==> config.mk <==
export PLATFORM = sky130hd
export DESIGN_NAME = glrs_mul
export DESIGN_NICKNAME = d
export VERILOG_FILES = /design/src/rtl/glrs_pkg.sv /design/src/rtl/glrs_mul.sv
export SDC_FILE = /design/constraint.sdc
export NUM_CORES = 1
export LEC_CHECK = 0
export BUFFER_PORTS_ARGS = -buffer_cell sky130_fd_sc_hd__buf_2
export CORE_MARGIN = 5
export CORE_UTILIZATION = 65
export DETAILED_ROUTE_END_ITERATION = 8
export GPL_TIMING_DRIVEN = 0
export PLACE_DENSITY_LB_ADDON = 0.08
export RECOVER_POWER = 50
export SYNTH_ARGS = -nofsm -noshare
export SYNTH_HDL_FRONTEND = slang
export SYNTH_SLANG_ARGS = --single-unit
==> constraint.sdc <==
create_clock -name clk -period 12.45 [get_ports clk]
set_input_delay 1.245 -clock clk [delete_from_list [all_inputs] [get_ports clk]]
set_output_delay 1.245 -clock clk [all_outputs]
set_load 0.02 [all_outputs]
==> src/rtl/glrs_pkg.sv <==
// Package for the gated linear recurrence scan: beat types, unit request and
// response structs, sizing constants, the 2^-k/16 table and Q32->Q16 rounding.
// No dependencies.
`default_nettype none

package glrs_pkg;

  localparam int LAYERS   = 32;
  localparam int CHANNELS = 4096;
  localparam int ST_DEPTH = LAYERS * CHANNELS;
  localparam int ST_AW    = $clog2(ST_DEPTH);

  localparam int DW       = 24;
  localparam int MC_W     = DW + 1;
  localparam int MP_W     = DW;
  localparam int PROD_W   = MC_W + MP_W;
  localparam int MUL_DW   = 4;
  localparam int MUL_DIGS = MP_W / MUL_DW;
  localparam int ACC_W    = MC_W + MUL_DW + 1;

  localparam int SQ_W     = 34;
  localparam int SQ_STEPS = SQ_W / 2;
  localparam int SQ_RW    = SQ_STEPS + 2;

  localparam int A_W      = 17;

  localparam logic [A_W-1:0]          Q_ONE     = 17'd65536;
  localparam logic [MP_W-1:0]         LOG2E_Q16 = 24'd94548;
  localparam logic signed [DW-1:0]    SAT_MAX   = 24'sh7FFFFF;
  localparam logic signed [DW-1:0]    SAT_MIN   = -24'sh800000;

  typedef struct packed {
    logic [4:0]            layer;
    logic [11:0]           channel;
    logic signed [23:0]    log_decay;
    logic signed [23:0]    gated_x;
    logic signed [23:0]    branch_y;
    logic                  first_pos;
  } in_beat_t;

  typedef struct packed {
    logic signed [23:0]    out_value;
    logic signed [23:0]    new_state;
  } out_beat_t;

  typedef struct packed {
    logic                    start;
    logic signed [MC_W-1:0]  mcand;
    logic [MP_W-1:0]         mplier;
  } mul_req_t;

  typedef struct packed {
    logic                      busy;
    logic signed [PROD_W-1:0]  prod;
  } mul_rsp_t;

  typedef struct packed {
    logic              start;
    logic [SQ_W-1:0]   rad;
  } sq_req_t;

  typedef struct packed {
    logic                  busy;
    logic [SQ_STEPS-1:0]   root;
  } sq_rsp_t;

  typedef struct packed {
    logic              en;
    logic [ST_AW-1:0]  addr;
  } st_rd_t;

  typedef struct packed {
    logic               en;
    logic [ST_AW-1:0]   addr;
    logic signed [DW-1:0] data;
  } st_wr_t;

  // 2^(-k/16) in Q16, k = 0..16
  function automatic logic [A_W-1:0] pow2_neg(input logic [4:0] k);
    logic [A_W-1:0] v;
    case (k)
      5'd0:    v = 17'd65536;
      5'd1:    v = 17'd62757;
      5'd2:    v = 17'd60097;
      5'd3:    v = 17'd57549;
      5'd4:    v = 17'd55109;
      5'd5:    v = 17'd52773;
      5'd6:    v = 17'd50535;
      5'd7:    v = 17'd48393;
      5'd8:    v = 17'd46341;
      5'd9:    v = 17'd44376;
      5'd10:   v = 17'd42495;
      5'd11:   v = 17'd40693;
      5'd12:   v = 17'd38968;
      5'd13:   v = 17'd37316;
      5'd14:   v = 17'd35734;
      5'd15:   v = 17'd34219;
      default: v = 17'd32768;
    endcase
    return v;
  endfunction

  // Q32 -> Q16, round half up, saturate to 24 bits
  function automatic logic signed [DW-1:0] rnd_sat(input logic signed [PROD_W:0] v);
    logic signed [PROD_W:0] w;
    logic signed [PROD_W-16:0] q;
    w = v + (PROD_W+1)'(32768);
    q = (PROD_W-15)'(w >>> 16);
    if (q > (PROD_W-15)'(SAT_MAX)) begin
      return SAT_MAX;
    end
    if (q < (PROD_W-15)'(SAT_MIN)) begin
      return SAT_MIN;
    end
    return q[DW-1:0];
  endfunction

endpackage

`default_nettype wire

==> src/rtl/glrs_mul.sv <==
// Digit-serial signed multiplier, radix 16: one multiplier digit per cycle,
// low product bits shift out into a register. Depends on glrs_pkg.
`default_nettype none

module glrs_mul import glrs_pkg::*; (
  input  logic     clk,
  input  logic     rst_n,
  input  mul_req_t req,
  output mul_rsp_t rsp
);

  localparam int CW = $clog2(MUL_DIGS);

  logic                    busy_r;
  logic [CW-1:0]           cnt_r;
  logic signed [MC_W-1:0]  mcand_r;
  logic [MP_W-1:0]         mplier_r;
  logic signed [ACC_W-1:0] hi_r;
  logic [MP_W-1:0]         lo_r;

  logic signed [MUL_DW:0]  dig;
  logic signed [ACC_W-1:0] pp;
  logic signed [ACC_W-1:0] sum;
  logic                    last;

  // top digit carries the sign of the multiplier
  always_comb begin
    last = (cnt_r == CW'(MUL_DIGS - 1));
    dig  = last ? $signed({mplier_r[MUL_DW-1], mplier_r[MUL_DW-1:0]})
                : $signed({1'b0, mplier_r[MUL_DW-1:0]});
    pp   = mcand_r * dig;
    sum  = hi_r + pp;
  end

  always_ff @(posedge clk) begin
    if (!rst_n) begin
      busy_r <= 1'b0;
      cnt_r  <= '0;
    end else if (req.start) begin
      busy_r   <= 1'b1;
      cnt_r    <= '0;
      mcand_r  <= req.mcand;
      mplier_r <= req.mplier;
      hi_r     <= '0;
      lo_r     <= '0;
    end else if (busy_r) begin
      hi_r     <= sum >>> MUL_DW;
      lo_r     <= {sum[MUL_DW-1:0], lo_r[MP_W-1:MUL_DW]};
      mplier_r <= mplier_r >> MUL_DW;
      cnt_r    <= cnt_r + CW'(1);
      if (last) begin
        busy_r <= 1'b0;
      end
    end
  end

  assign rsp.busy = busy_r;
  assign rsp.prod = $signed({hi_r[MC_W-1:0], lo_r});

endmodule

`default_nettype wire

==> flow_summary_export.csv, run 1 <==
group,metric,value,unit
cts,clock_latency,0.36,ns
place,port_buffers,101,
worst_setup_path,startpoint,"mplier_r[3]",
outcome,status,"complete, but fails checks",
worst_setup_path,critical_path.slowest_cell,"clkbuf_1",
floorplan,initial_core_util,66.6,%
yosys,yosysWarnings,0,
detailed_routing,wirelength,20.3,mm
cells_and_area,nets,1207,
timing,hold_viol,0,
worst_setup_path,r2r_end,"hi_r[28]",
cts,cts_buffer_depth,2,
cts,clk_pin_slew,0.09,ns
timing,drv_slew,31,
timing,maxSlewHeadroom,-0.966,%
yosys,yosys-top-cells-area,"edfxtp_1 (32%), fa_1 (22%), ha_1 (8.2%), and2_1 (6.9%), inv_1 (6.4%)",
cts,cts_setup_buffers,0,
cells_and_area,syn_to_final_growth,11.0,%
yosys,synth_top_cell_area_share,32.0,%
min_path,min_path_type,"flop to flop",
detailed_routing,first_iter_violations,318,
timing,fmax,161,MHz
detailed_routing,ant_nets,0,
timing,hold_slack,0.506,ns
worst_setup_path,endpoint,"hi_r[28]",
yosys,yosysSeqAreaShare,32.9,%
detailed_routing,dr_total_vias,6360,
worst_setup_path,r2r_slack,6.25,ns
floorplan,die_w,129,µm
timing,rsz0062_at_grt,"no",
yosys,avgSynthCellArea,10.6,µm²
worst_setup_path,crit_cells,16,
yosys,synth.largest_area_cell,"edfxtp_1",
detailed_routing,drtPass1Iterations,4,
timing,setup_viol,0,
place,gp_congestion,0.902,
grt,antenna_found_initial,1,
cts,cts_resized,0,
worst_setup_path,reg2reg_depth,16,
cells_and_area,final_area,10300,µm²
worst_setup_path,path_buf_inv,3,
grt,grt_pass1_vias,6740,
yosys,ys_ff_latch,103,
floorplan,die_h,129,µm
worst_setup_path,crit_top_cell,"fa_1",
worst_setup_path,crit_chain,"nand3_1 -> clkbuf_1 -> nor2_1 -> fa_1 -> inv_1 -> fa_1 -> fa_1 -> inv_1 -> ha_1 -> ha_1 -> and2b_1 -> o2111ai_1 -> a211o_1 -> a2111oi_2 -> or3_1 -> a21oi_1",
cts,cts_root_buffer,"clkbuf_16",
floorplan,io_pins,102,
worst_setup_path,critPathRequiredTime,12.54,ns
yosys,synth_area,9280,µm²
yosys,syn_nets,1094,
worst_setup_path,slowest_delay,0.68,ns
floorplan,design.core.area,13900,µm²
yosys,synth_cell_type_count,56,
detailed_routing,vias_per_cell,5.40,
worst_setup_path,crit-reg2reg-launch,"mplier_r[3]",
grt,grt_max_degree,46,
floorplan,row_count,43,
timing,fin_crit,6.20,ns
place,post-dp-hpwl,15.6,mm
timing,finalSetupTns,0,ns
outcome,violations,"max-capacitance violations, max-slew violations",
cells_and_area,antennaDiodeCount,0,
worst_setup_path,end_kind,"flop",
cells_and_area,drive_above_1_share,13.8,%
grt,grt_pass1_wl,33.9,mm
worst_setup_path,path_delay_family,"adder cells",
flow_run,maxCapViolCount,1,
floorplan,dieArea,16800,µm²
worst_setup_path,crit_type,"flop to flop",
detailed_routing,wl_per_cell,17.3,µm
yosys,synth_edf_count,99,
detailed_routing,drc_errors,0,
worst_setup_path,critPathLaunchType,"flop",
yosys,netlist_instances,879,
yosys,synth-main-ff-cell,"edfxtp_1",
grt,grt.overflow.total,0,
worst_setup_path,cp.arrival,6.28,ns
cts,postCtsHoldBufs,0,
cts,cts_tree,"built",
timing,worst_slew_pin_slew,1.51,ns
timing,fin_crit_sh,49.8,%
grt,grt_use_total,26.2,%
cts,cts_sinks,103,
timing,fin_skew,0.0133,ns
cts,cts_buffers,9,
place,placed_cell_area,10000,µm²
yosys,async_reset_ff_share,0,%
worst_setup_path,path_max_fanout,10,
cts,cts-htree-levels,3,
state kept, by name (all words and copies together) (netlist names):
name and flops:
mplier_r 24, lo_r 24, cnt_r 3, mcand_r 25, busy_r 1, hi_r 26
routing by layer:
metal  wire length, µm  GRT usage (%)  up-vias
met4               420           6.66        2
met2              9940           43.4      164
li1                  -              -     3031
met1              8790           35.9     3137
met5                20              0        -
met3              1150           5.15       26
Yosys cell counts, types with 3 or more instances:
| master | instances |
|---|---|
| a211o_1 | 3 |
| a21boi_0 | 3 |
| a21o_1 | 8 |
| a21oi_1 | 31 |
| and2_1 | 102 |
| and3_1 | 6 |
| buf_1 | 3 |
| buf_4 | 26 |
| clkbuf_1 | 20 |
| dfxtp_1 | 4 |
| edfxtp_1 | 99 |
| fa_1 | 102 |
| ha_1 | 61 |
| inv_1 | 159 |
| mux2_2 | 23 |
| nand2_1 | 35 |
| nand3_1 | 12 |
| nand4_1 | 4 |
| nor2_1 | 61 |
| nor2b_1 | 30 |
| nor3_1 | 9 |
| o21a_1 | 6 |
| o21ai_0 | 7 |
| o21bai_1 | 5 |
| xnor2_1 | 16 |
| xor2_1 | 5 |
stage by stage:
step,worst slack [ns],util (%),std cells
after floorplan,7.23,-,879
after CTS,6.31,74.3,1177
final,6.25,73.9,1177
after global placement,6.35,71.8,1160
after detailed placement,6.32,72.0,1161
after global routing,5.99,73.9,1177
how the worst min path moves through the flow:
stage	slack (ns)	depth (start not counted)	endpoint	startpoint
after global placement	0.49	2	cnt_r[1]	cnt_r[1]
final	0.51	2	cnt_r[1]	cnt_r[1]
after detailed placement	0.51	2	cnt_r[1]	cnt_r[1]
after floorplan	0.47	2	cnt_r[1]	cnt_r[1]
after global routing	0.54	2	cnt_r[1]	cnt_r[1]
after CTS	0.51	2	cnt_r[1]	cnt_r[1]
kinds of logic (layout without fill, tap and decap cells):
| family | after synthesis | count (layout) | synth area share, % |
|---|---|---|---|
| compound gates | 84 | 84 | 6.42 |
| mux | 27 | 27 | 3.29 |
| fa+ha+maj | 163 | 163 | 30.2 |
| simple gates | 271 | 271 | 15.6 |
| flops | 103 | 103 | 32.9 |
| xor+xnor | 21 | 21 | 1.98 |
| buf+inv | 210 | 328 | 9.58 |
cell type report:
| class | instances | area, µm² |
|---|---|---|
| Clock buffer | 9 | 225 |
| Buffer | 51 | 292 |
| Inverter | 159 | 597 |
| Tap cell | 180 | 225 |
| Sequential cell | 103 | 3050 |
| Clock inverter | 7 | 98.8 |
| Multi-Input combinational cell | 566 | 5340 |
| Timing Repair Buffer | 102 | 472 |
| Fill cell | 1032 | 3630 |
worst min-delay path, stage by stage (launching register included):
cell and delay, ns:
dfxtp_1 0.33, nor2_1 0.08, a211oi_1 0.05
cell usage in the layout (no fill, tap or decap), types with 6 or more instances in the layout:
master	netlist	final
fa_1	102	102
o21ai_0	7	7
mux2_2	23	23
xnor2_1	16	16
clkbuf_1	20	65
clkbuf_4	0	7
ha_1	61	61
nor3_1	9	9
inv_1	159	159
nor2b_1	30	30
edfxtp_1	99	99
and2_1	102	101
buf_2	0	58
nand3_1	12	12
o21a_1	6	6
clkbuf_16	0	9
nor2_1	61	61
buf_4	26	19
a21oi_1	31	31
and3_1	6	6
a21o_1	8	8
nand2_1	35	35
Power of run 1 is left out: the tool's default activity adds up to more than one toggle a clock period on the data nets, which glitch-free logic cannot reach.
==> run 2, diff against run 1 <==
- CORE_UTILIZATION: 65 -> 61
- clock period: 12.45 -> 6.4 ns (I/O delays scaled with it)
==> run 2 against run 1 <==
  * The flow now finishes without violations
  * Global-route usage decreased by 2.9 points
  * Register-to-register slack got worse by 6.0 ns
  * Setup slack got worse by 6.0 ns
  * Wire length decreased by 2.5%
  * Hold slack got worse by 0.060 ns
  * Fmax increased by 0.63%
  * Cell count increased by 0.68%
  * Sequential cell count unchanged
  * Via count about the same
  * Critical path type unchanged
  * Critical endpoint unchanged
  * Highest routed layer is now met4
==> flow_summary_export.csv, run 2 (synthesized netlist as in run 1, its figures left out) <==
group,metric,value,unit
outcome,status,"completed",
worst_setup_path,end_kind,"flop",
floorplan,row_count,45,
timing,setup_viol,0,
cells_and_area,mostFrequentLayoutCells,"inv_1 (159), fa_1 (102), and2_1 (101)",
cells_and_area,final_area,10300,µm²
worst_setup_path,slowest_delay,0.64,ns
timing,fin_crit,6.16,ns
worst_setup_path,crit_top_cell,"fa_1",
cts,cts-htree-levels,3,
worst_setup_path,critical_path.slowest_cell,"clkbuf_1",
cts,clk_pin_slew,0.08,ns
min_path,min_path_type,"primary input to flop",
detailed_routing,drc_errors,0,
timing,fmax,162,MHz
timing,fin_skew,0.0141,ns
worst_setup_path,cp.arrival,6.25,ns
cts,cts_setup_buffers,0,
cts,cts_buffers,9,
cells_and_area,largest_reg_flops,26,
timing,finalSetupTns,0,ns
cells_and_area,drive_above_1_share,13.8,%
cells_and_area,antennaDiodeCount,0,
cts,cts_tree,"built",
cells_and_area,nets,1207,
timing,final.setup.worst_slack,0.244,ns
floorplan,io_pins,102,
grt,grt.overflow.total,0,
cts,cts_buffer_depth,2,
place,port_buffers,101,
cells_and_area,syn_to_final_growth,10.7,%
cts,cts_root_buffer,"clkbuf_16",
timing,fin_crit_sh,96.2,%
place,gp_congestion,0.898,
cells_and_area,top_register,"hi_r",
timing,worst_slew_pin_slew,1.28,ns
floorplan,design.core.area,15000,µm²
worst_setup_path,crit-reg2reg-launch,"mplier_r[3]",
detailed_routing,ant_nets,0,
min_path,hp-start,"req[47]",
timing,hold_viol,0,
detailed_routing,first_iter_violations,265,
place,dpl_worst_slack,0.227,ns
cells_and_area,biggestRegsByFlops,"hi_r x26, mcand_r x25",
place,placed_cell_area,10100,µm²
detailed_routing,wl_per_cell,16.7,µm
grt,antenna_found_initial,0,
floorplan,die_h,133,µm
worst_setup_path,crit_type,"flop to flop",
grt,grt_pass1_wl,32.6,mm
timing,rsz0062_at_grt,"no",
floorplan,dieArea,17800,µm²
worst_setup_path,critPathRequiredTime,6.49,ns
cts,clock_latency,0.36,ns
detailed_routing,dr_total_vias,6362,
grt,grt_max_degree,52,
detailed_routing,wirelength,19.8,mm
grt,grt_pass1_vias,6622,
place,post-dp-hpwl,15.5,mm
grt,grt_use_total,23.3,%
timing,maxSlewHeadroom,14.6,%
worst_setup_path,crit_chain,"nand3_1 -> clkbuf_1 -> nor2_1 -> fa_1 -> inv_1 -> fa_1 -> fa_1 -> inv_1 -> ha_1 -> ha_1 -> and2b_1 -> o2111ai_1 -> a211o_1 -> a2111oi_2 -> or3_1 -> a21oi_1",
timing,drv_slew,0,
detailed_routing,vias_per_cell,5.37,
floorplan,initial_core_util,61.7,%
worst_setup_path,path_max_fanout,10,
detailed_routing,drtPass1Iterations,4,
worst_setup_path,startpoint,"mplier_r[3]",
flow_run,maxCapViolCount,0,
cells_and_area,final_common_cell,"inv_1",
floorplan,die_w,133,µm
cells_and_area,final_core_utilization,68.3,%
worst_setup_path,critPathLaunchType,"flop",
cts,cts_sinks,103,
[run 2: stage by stage]
step                hold slack (ns)  instances
CTS                           0.441       1185
detailed placement            0.492       1169
global placement              0.486       1168
floorplan                     0.472        879
finish                        0.446       1185
global route                  0.440       1185
[run 2: layer usage]
| layer | global-route usage, % | vias to the layer above | share of wire, % |
|---|---|---|---|
| li1 | - | 3031 | - |
| met1 | 31.2 | 3163 | 44 |
| met2 | 39.1 | 148 | 49 |
| met3 | 5.25 | 20 | 5.5 |
| met4 | 5.60 | 0 | 1.2 |
| met5 | 0 | - | 0 |
[run 2: final cells by class]
class / count / area (µm²)
inverters: 159 / 597
flip-flops and latches: 103 / 3050
multi-input cells: 566 / 5340
plain buffers: 51 / 293
repair buffers: 102 / 480
clock inverters: 7 / 52.6
clock buffers: 9 / 225
fillers: 1221 / 4760
well taps: 188 / 235
[run 2: worst paths after layout]
kind	slack (ns)	depth (start not counted)	to
setup / recovery	0.24	16	hi_r[28]
hold / removal	0.45	1	mcand_r[23]
setup reg to reg	0.24	16	hi_r[28]
hold reg to reg	0.50	2	cnt_r[1]
[run 2: timing repair]
item	4_1_cts	5_1_grt
setup endpoints to repair	0	1
resized for setup	0	3
hold endpoints to repair	0	0
hold buffers	0	0
[run 2: critical path: cells and delay by family, from the launching register on]
| kind | cells | cell delay, ns |
|---|---|---|
| flip-flops | 1 | 0.54 |
| AND/OR/NAND/NOR | 4 | 1.06 |
| buffers and inverters | 3 | 0.74 |
| adder cells (fa/ha/maj) | 5 | 2.28 |
| AO/OA/AOI/OAI | 4 | 1.25 |
Power of run 2 is left out for the same reason.
