===== src/rtl/glrs_pkg.sv =====
// Package for the gated linear recurrence scan: beat types, unit request and
// response structs, sizing constants, the 2^-k/16 table and Q32->Q16 rounding.
// No dependencies.
`default_nettype none

package glrs_pkg;

  localparam int LAYERS   = 32;
  localparam int CHANNELS = 4096;
  localparam int ST_DEPTH = LAYERS * CHANNELS;
  localparam int ST_AW    = $clog2(ST_DEPTH);

  localparam int DW       = 24;
  localparam int MC_W     = DW + 1;
  localparam int MP_W     = DW;
  localparam int PROD_W   = MC_W + MP_W;
  localparam int MUL_DW   = 4;
  localparam int MUL_DIGS = MP_W / MUL_DW;
  localparam int ACC_W    = MC_W + MUL_DW + 1;

  localparam int SQ_W     = 34;
  localparam int SQ_STEPS = SQ_W / 2;
  localparam int SQ_RW    = SQ_STEPS + 2;

  localparam int A_W      = 17;

  localparam logic [A_W-1:0]          Q_ONE     = 17'd65536;
  localparam logic [MP_W-1:0]         LOG2E_Q16 = 24'd94548;
  localparam logic signed [DW-1:0]    SAT_MAX   = 24'sh7FFFFF;
  localparam logic signed [DW-1:0]    SAT_MIN   = -24'sh800000;

  typedef struct packed {
    logic [4:0]            layer;
    logic [11:0]           channel;
    logic signed [23:0]    log_decay;
    logic signed [23:0]    gated_x;
    logic signed [23:0]    branch_y;
    logic                  first_pos;
  } in_beat_t;

  typedef struct packed {
    logic signed [23:0]    out_value;
    logic signed [23:0]    new_state;
  } out_beat_t;

  typedef struct packed {
    logic                    start;
    logic signed [MC_W-1:0]  mcand;
    logic [MP_W-1:0]         mplier;
  } mul_req_t;

  typedef struct packed {
    logic                      busy;
    logic signed [PROD_W-1:0]  prod;
  } mul_rsp_t;

  typedef struct packed {
    logic              start;
    logic [SQ_W-1:0]   rad;
  } sq_req_t;

  typedef struct packed {
    logic                  busy;
    logic [SQ_STEPS-1:0]   root;
  } sq_rsp_t;

  typedef struct packed {
    logic              en;
    logic [ST_AW-1:0]  addr;
  } st_rd_t;

  typedef struct packed {
    logic               en;
    logic [ST_AW-1:0]   addr;
    logic signed [DW-1:0] data;
  } st_wr_t;

  // 2^(-k/16) in Q16, k = 0..16
  function automatic logic [A_W-1:0] pow2_neg(input logic [4:0] k);
    logic [A_W-1:0] v;
    case (k)
      5'd0:    v = 17'd65536;
      5'd1:    v = 17'd62757;
      5'd2:    v = 17'd60097;
      5'd3:    v = 17'd57549;
      5'd4:    v = 17'd55109;
      5'd5:    v = 17'd52773;
      5'd6:    v = 17'd50535;
      5'd7:    v = 17'd48393;
      5'd8:    v = 17'd46341;
      5'd9:    v = 17'd44376;
      5'd10:   v = 17'd42495;
      5'd11:   v = 17'd40693;
      5'd12:   v = 17'd38968;
      5'd13:   v = 17'd37316;
      5'd14:   v = 17'd35734;
      5'd15:   v = 17'd34219;
      default: v = 17'd32768;
    endcase
    return v;
  endfunction

  // Q32 -> Q16, round half up, saturate to 24 bits
  function automatic logic signed [DW-1:0] rnd_sat(input logic signed [PROD_W:0] v);
    logic signed [PROD_W:0] w;
    logic signed [PROD_W-16:0] q;
    w = v + (PROD_W+1)'(32768);
    q = (PROD_W-15)'(w >>> 16);
    if (q > (PROD_W-15)'(SAT_MAX)) begin
      return SAT_MAX;
    end
    if (q < (PROD_W-15)'(SAT_MIN)) begin
      return SAT_MIN;
    end
    return q[DW-1:0];
  endfunction

endpackage

`default_nettype wire


===== src/rtl/glrs_sqrt.sv =====
// Bit-serial integer square root, restoring form: two radicand bits in and one
// root bit out per cycle. Depends on glrs_pkg.
`default_nettype none

module glrs_sqrt import glrs_pkg::*; (
  input  logic    clk,
  input  logic    rst_n,
  input  sq_req_t req,
  output sq_rsp_t rsp
);

  localparam int CW = $clog2(SQ_STEPS);

  logic                  busy_r;
  logic [CW-1:0]         cnt_r;
  logic [SQ_W-1:0]       rad_r;
  logic [SQ_RW-1:0]      rem_r;
  logic [SQ_STEPS-1:0]   root_r;

  logic [SQ_RW+1:0]      sh;
  logic [SQ_RW+1:0]      trial;
  logic [SQ_RW+1:0]      diff;
  logic                  ge;

  always_comb begin
    sh    = {rem_r, rad_r[SQ_W-1:SQ_W-2]};
    trial = {2'b00, root_r, 2'b01};
    ge    = (sh >= trial);
    diff  = sh - trial;
  end

  always_ff @(posedge clk) begin
    if (!rst_n) begin
      busy_r <= 1'b0;
      cnt_r  <= '0;
    end else if (req.start) begin
      busy_r <= 1'b1;
      cnt_r  <= '0;
      rad_r  <= req.rad;
      rem_r  <= '0;
      root_r <= '0;
    end else if (busy_r) begin
      rad_r  <= rad_r << 2;
      rem_r  <= ge ? diff[SQ_RW-1:0] : sh[SQ_RW-1:0];
      root_r <= {root_r[SQ_STEPS-2:0], ge};
      cnt_r  <= cnt_r + CW'(1);
      if (cnt_r == CW'(SQ_STEPS - 1)) begin
        busy_r <= 1'b0;
      end
    end
  end

  assign rsp.busy = busy_r;
  assign rsp.root = root_r;

endmodule

`default_nettype wire


===== config.mk =====
export PLATFORM = sky130hd
export DESIGN_NAME = glrs_sqrt
export DESIGN_NICKNAME = d
export VERILOG_FILES = /design/src/rtl/glrs_pkg.sv /design/src/rtl/glrs_sqrt.sv
export SDC_FILE = /design/constraint.sdc
export NUM_CORES = 1
export LEC_CHECK = 0
export BUFFER_PORTS_ARGS = -buffer_cell sky130_fd_sc_hd__buf_4
export CAP_MARGIN = 10
export CORE_MARGIN = 10
export CORE_UTILIZATION = 52
export CTS_CLUSTER_SIZE = 10
export DETAILED_ROUTE_END_ITERATION = 10
export MAX_ROUTING_LAYER = met4
export PLACE_DENSITY = 0.76
export SLEW_MARGIN = 20
export SYNTH_ARGS = -nofsm -noshare
export SYNTH_HDL_FRONTEND = slang
export SYNTH_SLANG_ARGS = --single-unit

===== constraint.sdc =====
create_clock -name clk -period 2.4 [get_ports clk]
set_input_delay 0.12 -clock clk [delete_from_list [all_inputs] [get_ports clk]]
set_output_delay 0.12 -clock clk [all_outputs]
set_load 0.005 [all_outputs]

==> results of run 1 <==
-- where the power goes --
group	total [µW]	internal [µW]	switching (µW)
Sequential	1630	1580	55.4
Combinational	1030	542	490
Clock	1010	497	518
Total	3680	2610	1060
-- layer usage --
layer  routed length (µm)  track usage (%)  vias up
met5                    0                -        -
met4                  206             5.95        0
met3                  456             4.45       18
met2                 4680             25.6       86
met1                 3870             19.0     1448
li1                     -                -     1487
-- logic make-up (layout without fill, tap and decap cells) --
group / after synthesis / count (layout) / synth area share (%)
flops: 76 / 76 / 53.4
mux: 49 / 49 / 12.7
simple gates: 91 / 91 / 10.0
xor+xnor: 20 / 20 / 4.21
compound gates: 50 / 50 / 8.42
buf+inv: 43 / 154 / 4.90
fa+ha+maj: 21 / 21 / 6.31
-- layout by cell type (no fill, tap or decap), drive strengths merged, types with 9 or more instances in the layout --
cell	n
a21oi	15
nand2	16
inv	25
buf	116
mux2	32
clkbuf	9
xnor2	12
mux2i	17
edfxtp	70
ha	21
nor2	47
-- timing repair --
| action | CTS | global route |
|---|---|---|
| setup endpoints to repair | 20 | 19 |
| gates resized for setup | 25 | 18 |
| setup buffers | 5 | 5 |
| pin swaps | 10 | 2 |
-- flip-flops by register name (all words and copies together) (netlist names) --
name / count
root_r: 17
busy_r: 1
rem_r: 19
cnt_r: 5
rad_r: 34
-- worst paths after layout --
check | cells past startpoint | endpoint | slack [ns]
worst max-delay path | 10 | rem_r[12]$_SDFFCE_PP0P_ | -0.05
worst min-delay path | 2 | rad_r[0]$_SDFFCE_PN0P_ | 0.06
worst max register to register | 10 | rem_r[12]$_SDFFCE_PP0P_ | -0.05
worst min register to register | 1 | busy_r$_SDFF_PN0_ | 0.48
-- final cells by class --
type                       instances  area (µm²)  share of cell area, %
inverter                          22        82.6                   1.50
timing repair buffer             116         902                   16.4
multi-input combinational        231        1960                   35.6
tap                              102         128                   2.32
clock buffer                       9         124                   2.25
sequential                        76        2220                   40.4
clock inverter                     7        82.6                   1.50
-- stage by stage --
step	instance area (µm²)	utilization, %	worst slack [ns]	setup TNS [ns]
2_1_floorplan	4160	-	0.0193	0
3_3_place_gp	4980	64.1	-0.120	-1.65
3_5_place_dp	4980	64.1	-0.247	-3.68
4_1_cts	5400	69.5	0.00183	0
5_1_grt	5500	70.8	-0.152	-2.09
6_report	5500	70.8	-0.0505	-0.460
==> flow_summary.toml, run 1 <==
[run_status]
status = "complete, but fails checks"
failed_checks = "setup timing"

[cells_and_area]
n_antenna_cell = 0
syn2layout_area_growth_pct = 32.1
layout-drive-gt1-share_pct = 43.2
final_cells = 563
nFillCells = 557
final_nets = 514

[yosys]
synth_area_leaders = "edfxtp_1, mux2_2, ha_1"
avgSynthCellArea_um2 = 11.9
synthCells = 350
ys_types = 51
yosysWarnings = 0
ys.flop_type = "edfxtp_1"
netlist_area_um2 = 4160
yosysMostFrequentCell = "edfxtp_1"
ys_seq_area_share_pct = 53.4
synthArstFlopShare_pct = 0
synth_nets = 408
ys_top_cells_by_count = "edfxtp_1, nor2_1, mux2_2"
synth_enable_flop_cells = 70
synth.largest_area_cell = "edfxtp_1"
netlist.area_leader.share_pct = 50.5
ys_ff_latch = 76

[routing]
detail_route.iter0.violations = 148
routed_wl_mm = 9.21
vias_per_cell = 5.40
ant_nets = 0
wire_per_inst_um = 16.4
first_pass_iters = 4
drc = 0
dr_total_vias = 3039

[timing]
finalSetupViolations = 16
worstMarginPinSlew_ns = 0.479
hold_slack_ns = 0.0554
timing.slew.headroom_pct = 68.1
finalCritPeriodShare_pct = 102
hold_viol_final = 0
min_period_ns = 2.45
fmax_mhz = 408
final.setup_skew_ns = 0.00873
finalMaxSlewViolations = 0
setup_ws_ns = -0.0505
rsz0062_at_grt = "true"

[worst_setup_path]
endpoint_kind = "flop"
cp_num_buf_inv = 2
cp_data_arrival_time_ns = 2.54
critical_path_class = "reg2reg"
crit_required_ns = 2.49
crit_slowest_cell = "edfxtp_1"
cp-start-kind = "flop"
critPathMaxFanout = 7
max_stage_delay_ns = 0.44
path_cells = "ha_4 > buf_4 > nand4_1 > o22ai_2 > a211oi_2 > o21ai_4 > a31oi_4 > buf_6 > mux2i_1 > nor2_1"
rr_startpoint = "rem_r[8]$_SDFFCE_PP0P_"
cp-startpoint = "rem_r[8]$_SDFFCE_PP0P_"
cp_top_family = "compound AO/OA/AOI/OAI gates"

[clock_tree]
clock_latency_ns = 0.35
cts_tree = "built"
htree_levels = 3
clock-sinks = 76
ctsHoldBuffers = 0
clock_path_buffers = 2
cts_buffers = 9
root_buffer = "clkbuf_8"
clk_pin_slew_ns = 0.09

[power_and_ir_drop]
ir_worst_vdd_mv = 0.442
power_uw = 3680
cellLeakagePower_uw = 0.00218
power_density_nw_per_um2 = 669

[worst_hold_path]
min_from = "req[0]"
hp-class = "in2reg"

[die]
io-pin-count = 55
core_um2 = 7770
fp.dieW_um = 109
core.rowCount = 32
start_util_pct = 53.6
fp.dieArea_um2 = 12000
die_h_um = 109

[global_route]
grt_pass1_vias = 3163
grt.total_usage_pct = 16.0
antenna_found_initial = 0
gr-total-overflow = 0
grt_max_degree = 72
grt_pass1_wl_mm = 14.9

[placement]
dp_hpwl_mm = 6.26
dpl.cell_count = 537
place.gp.congestion = 0.923
port_buffers = 54

[run]
maxCapViolCount = 0
Power figures use the tool's default switching activity.
==> inputs of run 2 (changes only) <==
- CAP_MARGIN: 10 -> not set
- MAX_ROUTING_LAYER: met4 -> not set
- RECOVER_POWER: not set -> 50
==> flow_summary.toml, run 2 (synthesis gave the netlist of run 1 again) <==
[worst_setup_path]
endpoint_kind = "flop"
cp-start-kind = "flop"
critical_path_class = "reg2reg"
cp_data_arrival_time_ns = 2.64
rr_startpoint = "rem_r[4]$_SDFFCE_PP0P_"
critPathMaxFanout = 4
cp-startpoint = "rem_r[4]$_SDFFCE_PP0P_"
crit_required_ns = 2.59

[run_status]
status = "complete, but fails checks"
failed_checks = "setup timing"

[clock_tree]
ctsHoldBuffers = 0
root_buffer = "clkbuf_8"
clock_latency_ns = 0.34
htree_levels = 3
clock-sinks = 76
clk_pin_slew_ns = 0.08
cts_tree = "built"
cts_buffers = 9
clock_path_buffers = 2

[power_and_ir_drop]
cellLeakagePower_uw = 0.00218
power_density_nw_per_um2 = 668
power_uw = 3670
ir_worst_vdd_mv = 0.440

[timing]
rsz0062_at_grt = "true"
worstMarginPinSlew_ns = 0.477
finalMaxSlewViolations = 0
hold_viol_final = 0
setup_ws_ns = -0.0488
hold_slack_ns = 0.0563
timing.slew.headroom_pct = 68.2
final.setup_skew_ns = 0.00638
fmax_mhz = 408
min_period_ns = 2.45
finalSetupViolations = 16
finalCritPeriodShare_pct = 102

[routing]
ant_nets = 0
routed_wl_mm = 9.14
vias_per_cell = 5.39
first_pass_iters = 4
dr_total_vias = 3036
detail_route.iter0.violations = 160
drc = 0
wire_per_inst_um = 16.2

[die]
core_um2 = 7770
die_h_um = 109
core.rowCount = 32
io-pin-count = 55
start_util_pct = 53.6
fp.dieW_um = 109
fp.dieArea_um2 = 12000

[global_route]
grt_use_met3_pct = 5.09
gr-total-overflow = 0
grt_max_degree = 72
grt_pass1_wl_mm = 14.9
grt_pass1_vias = 3161
use_met1_pct = 18.4
antenna_found_initial = 0
grt.total_usage_pct = 15.5
top_usage_layer = "met2"
met2_usage_pct = 25.6

[placement]
dp_hpwl_mm = 6.26
pre_cts_slack_ns = -0.247
place.gp.congestion = 0.907
port_buffers = 54
placed_area_um2 = 4980

[worst_hold_path]
hp-class = "in2reg"
min_from = "req[0]"

[cells_and_area]
layout-drive-gt1-share_pct = 43.2
final_nets = 514
largest_reg_flops = 34
largestRegisters = "rad_r x34, rem_r x19, root_r x17"
syn2layout_area_growth_pct = 32.1
final_common_cell = "buf_4"
stdcell_area_um2 = 5500
max_flop_register = "rad_r"
final_util_pct = 70.8
n_antenna_cell = 0
final_cell_mix = "buf_4, edfxtp_1, nor2_1"

[run]
maxCapViolCount = 0
## run 2: cell counts in the layout (fill, tap and decap cells not counted)
No cell type changed its count.
## run 2: timing repair
item | 4_1_cts | 5_1_grt
gates resized for setup | 25 | 18
pin swaps | 10 | 2
hold endpoints to repair | 0 | 0
endpoints found under the setup margin | 20 | 19
setup buffers | 5 | 5
## run 2: layer usage
metal	vias up	part of all wire (%)
met3	20	6.2
met2	88	50
met5	-	0
met4	0	2.5
li1	1489	-
met1	1439	41
## run 2: through the flow
stage               TNS (ns)  instances
CTS                        0        558
detailed placement     -3.68        537
global route           -2.09        563
floorplan                  0        350
global placement       -1.65        537
finish                -0.421        563
## run 2: final cells by class
type | instances | area [µm²]
Fill cell | 557 | 2270
Sequential cell | 76 | 2220
Multi-Input combinational cell | 231 | 1960
Timing Repair Buffer | 116 | 902
Tap cell | 102 | 128
Clock buffer | 9 | 124
Clock inverter | 7 | 82.6
Inverter | 22 | 82.6
## run 2: critical path, stage by stage (launching register included)
cell and delay, ns:
edfxtp_1 0.47, ha_4 0.33, nand4_1 0.14, or3_4 0.42
o31a_1 0.27, nand2_2 0.09, a31oi_4 0.06, buf_4 0.19
nand4bb_1 0.18, a21oi_1 0.15
## run 2: worst paths after layout
| kind | to | slack [ns] | cells after the start |
|---|---|---|---|
| worst max register to register | rem_r[15]$_SDFFCE_PP0P_ | -0.05 | 9 |
| worst min-delay path | rad_r[0]$_SDFFCE_PN0P_ | 0.06 | 2 |
| worst max-delay path | rem_r[15]$_SDFFCE_PP0P_ | -0.05 | 9 |
| worst min register to register | busy_r$_SDFF_PN0_ | 0.48 | 1 |
## run 2: power by group
part | internal, µW | switching (µW) | total [µW] | leakage, µW
clock network | 496 | 515 | 1010 | 0.0000984
logic | 542 | 489 | 1030 | 0.00136
registers | 1580 | 54.5 | 1630 | 0.000726
==> inputs of run 3 (changes only) <==
- CORE_UTILIZATION: 52 -> 53
- PLACE_DENSITY: 0.76 -> 0.74
- clock period: 2.4 -> 3.1 ns (I/O delays scaled with it)
==> flow_summary.toml, run 3 (synthesis gave the netlist of run 1 again) <==
[worst_setup_path]
critical_path_class = "reg2reg"
crit_required_ns = 3.29
path_cells = "inv_1 > ha_1 > nand4_1 > or3_1 > o31a_1 > nand2_1 > a31oi_2 > buf_4 > nand4bb_1 > a21oi_1"
endpoint_kind = "flop"
max_stage_delay_ns = 0.47
r2r_end = "rem_r[15]$_SDFFCE_PP0P_"
cp-startpoint = "root_r[11]$_SDFFCE_PP0P_"
reg2reg_slack_ns = 0.34
r2r_cells = 10
critPathMaxFanout = 21
cp_data_arrival_time_ns = 2.95
cp-start-kind = "flop"
rr_startpoint = "root_r[11]$_SDFFCE_PP0P_"
crit_slowest_cell = "ha_1"

[placement]
dp_hpwl_mm = 5.65
pre_cts_slack_ns = 0.356
port_buffers = 54
place.gp.congestion = 0.909

[global_route]
grt.total_usage_pct = 14.1
antenna_found_initial = 0
grt_pass1_wl_mm = 13.4
grt_max_degree = 47
grt_pass1_vias = 2868
gr-total-overflow = 0

[clock_tree]
post_cts_buffers = 0
clock_latency_ns = 0.36
clock_path_buffers = 2
cts_tree = "built"
htree_levels = 3
ctsHoldBuffers = 0
cts_resized = 0
root_buffer = "clkbuf_8"
clock-sinks = 76
clk_pin_slew_ns = 0.08
cts_buffers = 9

[timing]
hold_viol_final = 0
setup_ws_ns = 0.337
timing.slew.headroom_pct = -13.5
finalMaxSlewViolations = 35
final.setup_skew_ns = 0.00962
min_period_ns = 2.76
fmax_mhz = 362
finalSetupTns_ns = 0
worstMarginPinSlew_ns = 1.70
finalSetupViolations = 0
rsz0062_at_grt = "false"
finalCritPeriodShare_pct = 89.1

[cells_and_area]
largest_reg_flops = 34
final_common_cell = "edfxtp_1"
nFillCells = 649
final_nets = 456
final_cell_mix = "edfxtp_1, nor2_1, buf_4"
max_flop_register = "rad_r"
largestRegisters = "rad_r x34, rem_r x19, root_r x17"
layout-drive-gt1-share_pct = 24.8
n_antenna_cell = 0
syn2layout_area_growth_pct = 15.0

[power_and_ir_drop]
power_density_nw_per_um2 = 546
cellLeakagePower_uw = 0.00184
switching_power_uw = 746
ir_worst_vdd_mv = 0.261
clock_power_share_pct = 30.3
intPower_uw = 1870
swShare_pct = 28.5
seq_power_share_pct = 47.9
comb_power_share_pct = 21.8

[die]
fp.dieArea_um2 = 11800
start_util_pct = 54.1
fp.dieW_um = 109
core.rowCount = 32
core_um2 = 7690
io-pin-count = 55
die_h_um = 109

[routing]
vias_per_cell = 5.54
first_pass_iters = 4
detail_route.iter0.violations = 74
drc = 0
routed_wl_mm = 7.94
dr_total_vias = 2798
wire_per_inst_um = 15.7
ant_nets = 0

[worst_hold_path]
hold_end = "rad_r[0]$_SDFFCE_PN0P_"
min_from = "req[0]"
whs_path_depth = 2
hp-class = "in2reg"

[run_status]
failed_checks = "capacitance limit, slew limit"
status = "complete, but fails checks"

[run]
maxCapViolCount = 1
-- run 3: cell types whose count changed in the layout (fill, tap and decap cells not counted), sizes merged --
cell,delta
buf,-78
clkbuf,+20
clkinv,-1
inv,+1
-- run 3: power by group through the flow --
stage	Combinational, µW	Sequential, µW	Clock [µW]
2_1_floorplan	443	1270	0
3_3_place_gp	561	1270	0
3_5_place_dp	575	1280	0
4_1_cts	579	1250	810
5_1_grt	641	1260	843
6_report	570	1250	792
-- run 3: how the worst max path moves through the flow --
stage | slack (ns) | cells past startpoint | to
after floorplan | 0.47 | 2 | rad_r[0]$_SDFFCE_PN0P_
after detailed placement | 0.36 | 8 | rem_r[5]$_SDFFCE_PP0P_
after CTS | 0.35 | 10 | rem_r[15]$_SDFFCE_PP0P_
after global routing | 0.10 | 3 | rem_r[14]$_SDFFCE_PP0P_
final | 0.34 | 10 | rem_r[15]$_SDFFCE_PP0P_
after global placement | 0.44 | 10 | rem_r[14]$_SDFFCE_PP0P_
-- run 3: per-layer routing --
metal / vias to the layer above / part of all wire, % / global-route usage (%)
met3: 15 / 6.1 / 4.60
met2: 59 / 48 / 22.5
met4: 0 / 2.2 / 6.87
li1: 1360 / - / -
met1: 1364 / 44 / 16.9
met5: - / 0 / 0
-- run 3: final cells by class --
class                           count  area, µm²  share of cell area (%)
Inverter                           22       82.6                    1.73
Sequential cell                    76       2220                    46.4
Clock inverter                      7       82.6                    1.73
Multi-Input combinational cell    231       1740                    36.3
Clock buffer                        9        124                    2.59
Timing Repair Buffer               58        412                    8.60
Tap cell                          102        128                    2.67
-- run 3: stage by stage --
step | hold WS, ns | cell area [µm²] | power (µW) | std cells | util, %
after CTS | 0.0712 | 4820 | 2640 | 505 | 62.7
after global routing | 0.0840 | 4790 | 2750 | 505 | 62.3
after detailed placement | 0.446 | 4620 | 1850 | 489 | 60.1
after global placement | 0.441 | 4620 | 1840 | 489 | 60.1
after floorplan | 0.359 | 4160 | 1710 | 350 | -
final | 0.0837 | 4790 | 2610 | 505 | 62.3
-- run 3: critical path: cells and delay by family (launching register included) --
kind                       cells  cell delay, ns
DFF                            1            0.35
AOI/OAI and AO/OA              3            0.55
adders and majority gates      1            0.47
buffers and inverters          2            0.32
and+or+nand+nor                4            0.91
